--- config.mk ---
export PLATFORM = sky130hd
export DESIGN_NAME = ftle_ctrl
export DESIGN_NICKNAME = d
export VERILOG_FILES = /design/src/hw/rtl/flow_table_lru_evictor_unit_macros.svh /design/src/hw/rtl/ftle_pkg.sv /design/src/hw/rtl/ftle_ctrl.sv
export SDC_FILE = /design/constraint.sdc
export NUM_CORES = 1
export LEC_CHECK = 0
export BUFFER_PORTS_ARGS = -buffer_cell sky130_fd_sc_hd__buf_2
export CAP_MARGIN = 20
export CORE_ASPECT_RATIO = 0.75
export CORE_MARGIN = 3
export CORE_UTILIZATION = 30
export DETAILED_ROUTE_END_ITERATION = 12
export MAX_ROUTING_LAYER = met4
export SLEW_MARGIN = 20
export SYNTH_ARGS = -nofsm -noshare
export SYNTH_HDL_FRONTEND = slang
export SYNTH_SLANG_ARGS = --single-unit
--- constraint.sdc ---
create_clock -name clk_i -period 1.8 [get_ports clk_i]
set_input_delay 0.18 -clock clk_i [delete_from_list [all_inputs] [get_ports clk_i]]
set_output_delay 0.18 -clock clk_i [all_outputs]
set_load 0.05 [all_outputs]
--- src/hw/rtl/flow_table_lru_evictor_unit_macros.svh ---
// Assertion macros used by the flow table evictor RTL.
`ifndef FLOW_TABLE_LRU_EVICTOR_UNIT_MACROS_SVH
`define FLOW_TABLE_LRU_EVICTOR_UNIT_MACROS_SVH

// Same-cycle implication, sampled on clk_i and disabled during reset.
`define FTLE_ASSERT_IMP(name, ante, cons, msg) \
  name: assert property (@(posedge clk_i) disable iff (!rst_ni) (ante) |-> (cons)) \
    else $error(msg);

// Next-cycle implication, sampled on clk_i and disabled during reset.
`define FTLE_ASSERT_NXT(name, ante, cons, msg) \
  name: assert property (@(posedge clk_i) disable iff (!rst_ni) (ante) |=> (cons)) \
    else $error(msg);

`endif

--- src/hw/rtl/ftle_pkg.sv ---
// Types and constants shared by the flow table evictor modules.
package ftle_pkg;

  localparam int unsigned CfgIdxW = 3;

  typedef enum logic [CfgIdxW-1:0] {
    CFG_TIMEOUT    = 3'd0,
    CFG_MEM_LIMIT  = 3'd1,
    CFG_MEM_LOW    = 3'd2,
    CFG_BYTE_CAP   = 3'd3,
    CFG_TRACE_SIZE = 3'd4
  } cfg_idx_e;

  typedef struct packed {
    logic [31:0] timeout_us;
    logic [31:0] mem_limit_bytes;
    logic [31:0] mem_low_mark_bytes;
    logic [31:0] flow_byte_cap;
    logic [31:0] trace_file_bytes;
  } cfg_t;

  // Input word, first field in the highest bits and src_ip in the lowest.
  typedef struct packed {
    logic [15:0] capture_len;
    logic [47:0] timestamp_us;
    logic [7:0]  protocol;
    logic [15:0] dst_port;
    logic [15:0] src_port;
    logic [31:0] dst_ip;
    logic [31:0] src_ip;
  } in_word_t;

  // Eviction record, first field in the highest bits and ev_src_ip in the lowest.
  typedef struct packed {
    logic [31:0] section_bytes;
    logic [31:0] file_offset;
    logic [31:0] file_index;
    logic [47:0] ev_last_time;
    logic [47:0] ev_first_time;
    logic [7:0]  ev_protocol;
    logic [15:0] ev_dst_port;
    logic [15:0] ev_src_port;
    logic [31:0] ev_dst_ip;
    logic [31:0] ev_src_ip;
  } out_rec_t;

  typedef enum logic [3:0] {
    OP_NONE,
    OP_LOAD,
    OP_SCAN,
    OP_RD_HIT,
    OP_RD_OLD,
    OP_EVICT,
    OP_UNLINK,
    OP_APPEND,
    OP_UPDATE,
    OP_INSERT,
    OP_FINISH
  } op_e;

  typedef struct packed {
    op_e op;
  } cmd_t;

  typedef struct packed {
    logic scan_hit;
    logic scan_done;
    logic cnt_nz;
    logic full;
    logic timed_out;
    logic ge_limit;
    logic ge_low;
    logic hit_newest;
    logic hit_oldest;
    logic out_free;
    logic pend_valid;
  } sts_t;

endpackage

--- src/hw/rtl/ftle_ctrl.sv ---
// Sequencer that walks one input word through lookup, hit update, eviction and insert, or through a flush.
module ftle_ctrl (
  input  logic           clk_i,
  input  logic           rst_ni,
  input  logic           in_valid_i,
  input  logic           in_kind_i,
  output logic           in_ready_o,
  input  ftle_pkg::sts_t sts_i,
  output ftle_pkg::cmd_t cmd_o
);

  typedef enum logic [3:0] {
    ST_IDLE, ST_SCAN, ST_HIT_RD, ST_HIT_CHK, ST_HIT_APP, ST_UPDATE,
    ST_EV_RD, ST_EV_CHK, ST_INSERT, ST_FINISH
  } state_e;

  typedef enum logic [2:0] {
    PH_FLUSH, PH_TIMEOUT, PH_PRESS_START, PH_PRESS, PH_FULL
  } phase_e;

  state_e state_q, state_d;
  phase_e phase_q, phase_d;
  logic   want;

  assign in_ready_o = (state_q == ST_IDLE);

  always_comb begin
    state_d    = state_q;
    phase_d    = phase_q;
    cmd_o.op   = ftle_pkg::OP_NONE;
    want       = 1'b0;
    case (state_q)
      ST_IDLE: begin
        if (in_valid_i) begin
          cmd_o.op = ftle_pkg::OP_LOAD;
          if (in_kind_i) begin
            state_d = ST_EV_RD;
            phase_d = PH_FLUSH;
          end else begin
            state_d = ST_SCAN;
          end
        end
      end
      ST_SCAN: begin
        cmd_o.op = ftle_pkg::OP_SCAN;
        if (sts_i.scan_hit) begin
          state_d = ST_HIT_RD;
        end else if (sts_i.scan_done) begin
          state_d = ST_EV_RD;
          phase_d = PH_TIMEOUT;
        end
      end
      ST_HIT_RD: begin
        cmd_o.op = ftle_pkg::OP_RD_HIT;
        state_d  = ST_HIT_CHK;
      end
      ST_HIT_CHK: begin
        if (sts_i.hit_newest) begin
          state_d = ST_UPDATE;
        end else if (sts_i.hit_oldest) begin
          state_d = ST_HIT_APP;
        end else begin
          cmd_o.op = ftle_pkg::OP_UNLINK;
          state_d  = ST_HIT_APP;
        end
      end
      ST_HIT_APP: begin
        cmd_o.op = ftle_pkg::OP_APPEND;
        state_d  = ST_UPDATE;
      end
      ST_UPDATE: begin
        cmd_o.op = ftle_pkg::OP_UPDATE;
        state_d  = ST_FINISH;
      end
      ST_EV_RD: begin
        cmd_o.op = ftle_pkg::OP_RD_OLD;
        state_d  = ST_EV_CHK;
      end
      ST_EV_CHK: begin
        case (phase_q)
          PH_FLUSH: begin
            want = sts_i.cnt_nz;
            if (!want) state_d = ST_FINISH;
          end
          PH_TIMEOUT: begin
            want = sts_i.cnt_nz && sts_i.timed_out;
            if (!want) phase_d = PH_PRESS_START;
          end
          PH_PRESS_START: begin
            phase_d = (sts_i.cnt_nz && sts_i.ge_limit) ? PH_PRESS : PH_FULL;
          end
          PH_PRESS: begin
            want = sts_i.cnt_nz && sts_i.ge_low;
            if (!want) phase_d = PH_FULL;
          end
          PH_FULL: begin
            want = sts_i.full;
            if (!want) state_d = ST_INSERT;
          end
          default: begin
            state_d = ST_FINISH;
          end
        endcase
        if (want && sts_i.out_free) begin
          cmd_o.op = ftle_pkg::OP_EVICT;
          state_d  = (phase_q == PH_FULL) ? ST_INSERT : ST_EV_RD;
        end
      end
      ST_INSERT: begin
        cmd_o.op = ftle_pkg::OP_INSERT;
        state_d  = ST_FINISH;
      end
      ST_FINISH: begin
        if (!sts_i.pend_valid || sts_i.out_free) begin
          cmd_o.op = ftle_pkg::OP_FINISH;
          state_d  = ST_IDLE;
        end
      end
      default: begin
        state_d = ST_IDLE;
      end
    endcase
  end

  always_ff @(posedge clk_i or negedge rst_ni) begin
    if (!rst_ni) begin
      state_q <= ST_IDLE;
      phase_q <= PH_FLUSH;
    end else begin
      state_q <= state_d;
      phase_q <= phase_d;
    end
  end

endmodule

# ---- Word level (Yosys, flattened, before mapping)
# Cells that the tools add are included.
dict set report totals {
  reg_bits 7
  inputBits 15
}
dict set report op_classes {
  n_eq_ne 25
  mux 29
  n_reduce_logical 13
}
# op count
set ops {}
lappend ops {{4-bit case mux with 10 select lines} 1}
lappend ops {{4-bit 2-to-1 mux} 9}
lappend ops {{4-bit case mux with 9 select lines} 1}
lappend ops {{3-bit 2-to-1 mux} 11}
lappend ops {{3-bit case mux with 3 select lines} 2}
lappend ops {{4-bit by 3-bit == test with 1-bit output, second input constant} 4}
lappend ops {{3-bit != test, second input constant} 4}
lappend ops {{4-bit case mux with 3 select lines} 1}
lappend ops {{2-bit != test, second input constant} 5}
lappend ops {{4-bit by 2-bit == test with 1-bit output, second input constant} 2}
lappend ops {{4-bit == test, second input constant} 2}
lappend ops {{4-bit != test, second input constant} 2}
lappend ops {{8-bit AND reduction} 1}
lappend ops {{3-bit by 2-bit == test with 1-bit output, second input constant} 2}
lappend ops {{6-bit AND reduction} 1}
lappend ops {{4-bit by 1-bit == test with 1-bit output, second input constant} 1}
lappend ops {{1-bit logical AND} 4}
lappend ops {{4-bit logical NOT} 1}
lappend ops {{4-bit by 1-bit != test with 1-bit output, second input constant} 1}
lappend ops {{1-bit case mux with 4 select lines} 1}
lappend ops {{3-bit by 1-bit == test with 1-bit output, second input constant} 1}
lappend ops {{3-bit == test, second input constant} 1}
lappend ops {{3-bit logical NOT} 1}
lappend ops {{1-bit 2-to-1 mux} 3}
lappend ops {{5 further kinds} 5}

# ---- Longest topological paths before layout
dict set report depth {
  word_depth 6
  depth_mapped 6
}

# ---- Worst setup path before layout
# Ideal clock, no wire load.
dict set report synth_timing {
  path_kind {register -> register}
  start {reg state_q[0]}
  end {reg state_q[1]}
  arrival_time_ns 2.568
  required_time_ns 1.717
  path_slack_ns -0.851
  stages_incl_launch_ff 6
  path_buffers 1
  synth_period_minus_slack_ns 2.651
  path_cell_list {dfrtp_1 -> buf_4 -> nor4_1 -> and2_1 -> a211oi_1 -> o21ai_0}
}
dict set report synth_between {
  elab_chain_cells 3
  word_cells_on_any_way 19
  classes_between {15 x eq/ne; 1 x mux; 3 x reduce/logical}
}
# item line
set synth_lines {}
lappend synth_lines {{start, declared} ftle_ctrl.sv:21} ;# state_e state_q, state_d;
lappend synth_lines {{start signal, assigned} ftle_ctrl.sv:130} ;# state_q <= state_d;
lappend synth_lines {{4-bit logical NOT (*)} -}
lappend synth_lines {{named net in_ready_o} ftle_ctrl.sv:7} ;# output logic in_ready_o,
lappend synth_lines {{2-bit != test (no source line)} -}
lappend synth_lines {{6-bit AND reduction (no source line)} -}
# Mark *: on every way through the listed nets, which the timed path passes. The rest lies on a longest branch.
# A chain may end at the register's enable or synchronous reset.

==> summary.txt <==
Outcome
  – Status: complete, but fails checks
  – Failing checks: negative setup slack

Timing
  – Period utilization: 106%
  – Fmax achieved: approximately 520 MHz
  – RSZ-0062 raised after global routing: yes
  – Hold slack final: just under 300 ps
  – Final Hold Vio Count: 0
  – Minimum clock period after layout: 1910 ps
  – Slew Limit Fails: 0
  – Headroom to the max-slew limit: between 70% and 80%
  – Setup violators final: 3
  – Final WS setup: -112 ps
  – Worst-margin pin slew: 354 ps
  – Clock skew: ~2.3 ps

Logic synthesis
  – Synthesized instance count: between 100 and 150
  – Syn nets: about 120
  – Top cell type by total area after synthesis: dfrtp_1
  – Compound-gate portion of the synthesized area: between 20% and 30%
  – Average size of a mapped cell: around 7 sq um
  – Synth unique cells: 35
  – Main synth FF type: dfrtp_1
  – Largest family of logic cells by synthesized area: simple AND/OR/NAND/NOR gates
  – Mapped Area: ~750 sq um
  – Seq/Total Area, Yosys: about a quarter
  – Yosys warning count: 0
  – Yosys top cell area share: 23.3%
  – Adder-cell share of the synthesized area: 0%
  – Simple-gate area share of the yosys netlist: 32.2%
  – Xor/xnor cell area share of the yosys netlist: 1.16%
  – Top cells by area, synth: dfrtp_1 (23%), a21oi_1 (9.3%), nand2_1 (8.0%)
  – Seq cells post-synth: 7
  – Number of flops mapped to enable cells by yosys: 0
  – Async S/R FF share, synth: 100%
  – Multiplexer share of the synthesized area: 7.14%

Power
  – Total power: 2.17 mW
  – Pwr dens: just under 2000 nW/um^2
  – Lkg Pwr: roughly 0.47 nW
  – Peak supply drop: 0.000560 V

Floorplanning
  – Die Span Y: slightly below 50 um
  – Starting Density: 32.1%
  – Ports: 20
  – Core Footprint: roughly 2300 sq um
  – Row cnt: 15
  – Die width: about 64 um
  – Die area: 3150 sq um

Cells and area
  – # diodes: 0
  – Filler cells: 250
  – Final nets: around 150
  – Fin util: approximately 47%
  – Fraction of final layout cells with drive strength greater than 1: 39.3%
  – Most frequent cells in the layout: nand2_1 (16), buf_2 (16), a21oi_1 (12), buf_4 (11), nor2_1 (10)
  – Layout Cells excl Fill: 169
  – Design Area, Final: 1100 sq um
  – Layout area overhead: 45.8%

Critical path
  – FF-to-FF setup slack: 0 ps
  – CP top delay family: compound AO/OA/AOI/OAI gates
  – Worst setup SP type: flop
  – Critical Path End Type: output pin
  – WP data required: around 1600 ps
  – CP Class: flop to output pin
  – Crit path max fanout: 5
  – Critical Path AT: around 1700 ps
  – RR Endpoint: phase_q[2]$_DFFE_PN0P_
  – Crit-path cells: mux2i_1 -> o32ai_2 -> o211a_1 -> a21oi_1 -> o22ai_4 -> buf_6
  – Critical path's largest stage delay: 420 ps
  – FF-to-FF Start: phase_q[2]$_DFFE_PN0P_
  – Worst reg2reg path depth: 4
  – Buffers & Inverters on Critical Path: 1
  – Max stage delay cell, worst path: dfrtp_1

Clock tree
  – Deepest clock path buffer count: 2
  – CTS sink count: 7
  – Total number of H-tree levels: 1
  – TritonCTS buffer count: 3
  – Clock Latency Late Sink: 250 ps
  – Root Buffer Master: clkbuf_4
  – CTS tree: built
  – Clock transition at path regs: 50 ps

Worst hold path
  – Worst hold-check path type: input port to async pin

GRT
  – Pin count of the biggest net entering global routing: 18
  – Via count of the first global-routing pass: around 800
  – Gr ovfl total: 0
  – Initial antenna violation count: 0
  – First-pass GRT wire length: ~3600 um
  – GRT Total Usage: approximately 15%

Detailed routing
  – Via count normalized by instance count: around 5.3
  – Vias: roughly 900
  – Detailed-route wire length: roughly 2200 um
  – DRC: 0
  – Avg WL per Cell: ~13 um
  – Antenna Nets Post-Route: 0
  – First-pass iteration count of the detailed router: 4
  – DRT iter0 DRCs: 64

Placed design
  – DP Wirelength: between 1500 and 2000 um
  – Placed inst area: 983 sq um
  – Placed insts: between 150 and 200
  – PortBufs: 19
  – Global placer's final weighted congestion: about 0.87

Flow run
  – Max-Cap Viols: 0
synth_stat cells, drive strengths merged, types with 2 or more instances:
master / n
a211oi: 4
a21oi: 14
a22oi: 2
and3: 2
buf: 3
clkbuf: 5
dfrtp: 7
inv: 3
mux2: 3
mux2i: 2
nand2: 16
nand3: 2
nor2: 10
nor2b: 7
nor4: 3
o21ai: 5
o22ai: 3
or3: 2
report_power, final:
part / switching (mW) / leakage (nW) / internal (mW) / total (mW)
Combinational: 1.04 / 0.371 / 0.708 / 1.74
Clock: 0.0597 / 0.0150 / 0.0847 / 0.144
Sequential: 0.0578 / 0.0887 / 0.222 / 0.280
state kept, by name (all words and copies together) (netlist names):
register / count
phase_q: 3
state_q: 4
through the flow:
stage | TNS [ps] | setup WS [ps]
2_1_floorplan | -4.07 | -4.07
3_3_place_gp | 0 | 35.9
3_5_place_dp | 0 | 5.48
4_1_cts | -227 | -119
5_1_grt | -588 | -233
6_report | -217 | -112
logic make-up after synthesis:
kind of cell / Yosys count
AO/OA/AOI/OAI: 35
XOR/XNOR: 1
buffers and inverters: 11
flip-flops: 7
multiplexers: 5
AND/OR/NAND/NOR: 48
timing repair:
item / 4_1_cts / 5_1_grt
pin swaps: 1 / 2
hold buffers: 1 / 0
setup endpoints to repair: 3 / 7
gates resized for setup: 9 / 12
buffers inserted: 1 / 0
endpoints found under the hold margin: 7 / 0
worst register-to-register path: stages (launching register included):
cell and delay [ps]:
dfrtp_1 420, buf_4 160, or3_4 390, a211oi_4 340, mux2_2 380
cell type report:
class                           count  area (sq um)  area share (%)
Clock buffer                        4          26.3            2.39
Sequential cell                     7           178            16.2
Tap cell                           34          42.5            3.87
Multi-Input combinational cell     89           621            56.5
Timing Repair Buffer               32           218            19.8
Inverter                            3          13.8            1.25
how the worst max path moves through the flow:
| stage | to | cells after the start | start |
|---|---|---|---|
| finish | cmd_o[2] | 6 | phase_q[2]$_DFFE_PN0P_ |
| global route | cmd_o[0] | 6 | phase_q[2]$_DFFE_PN0P_ |
| CTS | cmd_o[2] | 6 | phase_q[1]$_DFFE_PN0P_ |
| detailed placement | cmd_o[0] | 6 | phase_q[2]$_DFFE_PN0P_ |
| global placement | cmd_o[0] | 6 | phase_q[2]$_DFFE_PN0P_ |
| floorplan | cmd_o[3] | 4 | state_q[3]$_DFFE_PN0P_ |
layer usage:
metal	part of all wire [%]	routed length, um	up-vias	global-route usage, %
met5	0	0	-	-
met4	1.5	34	0	6.45
met3	5.8	128	4	2.76
met2	44	972	32	20.1
met1	49	1090	414	21.6
li1	-	-	447	-
(Power assumes the default switching activity.)
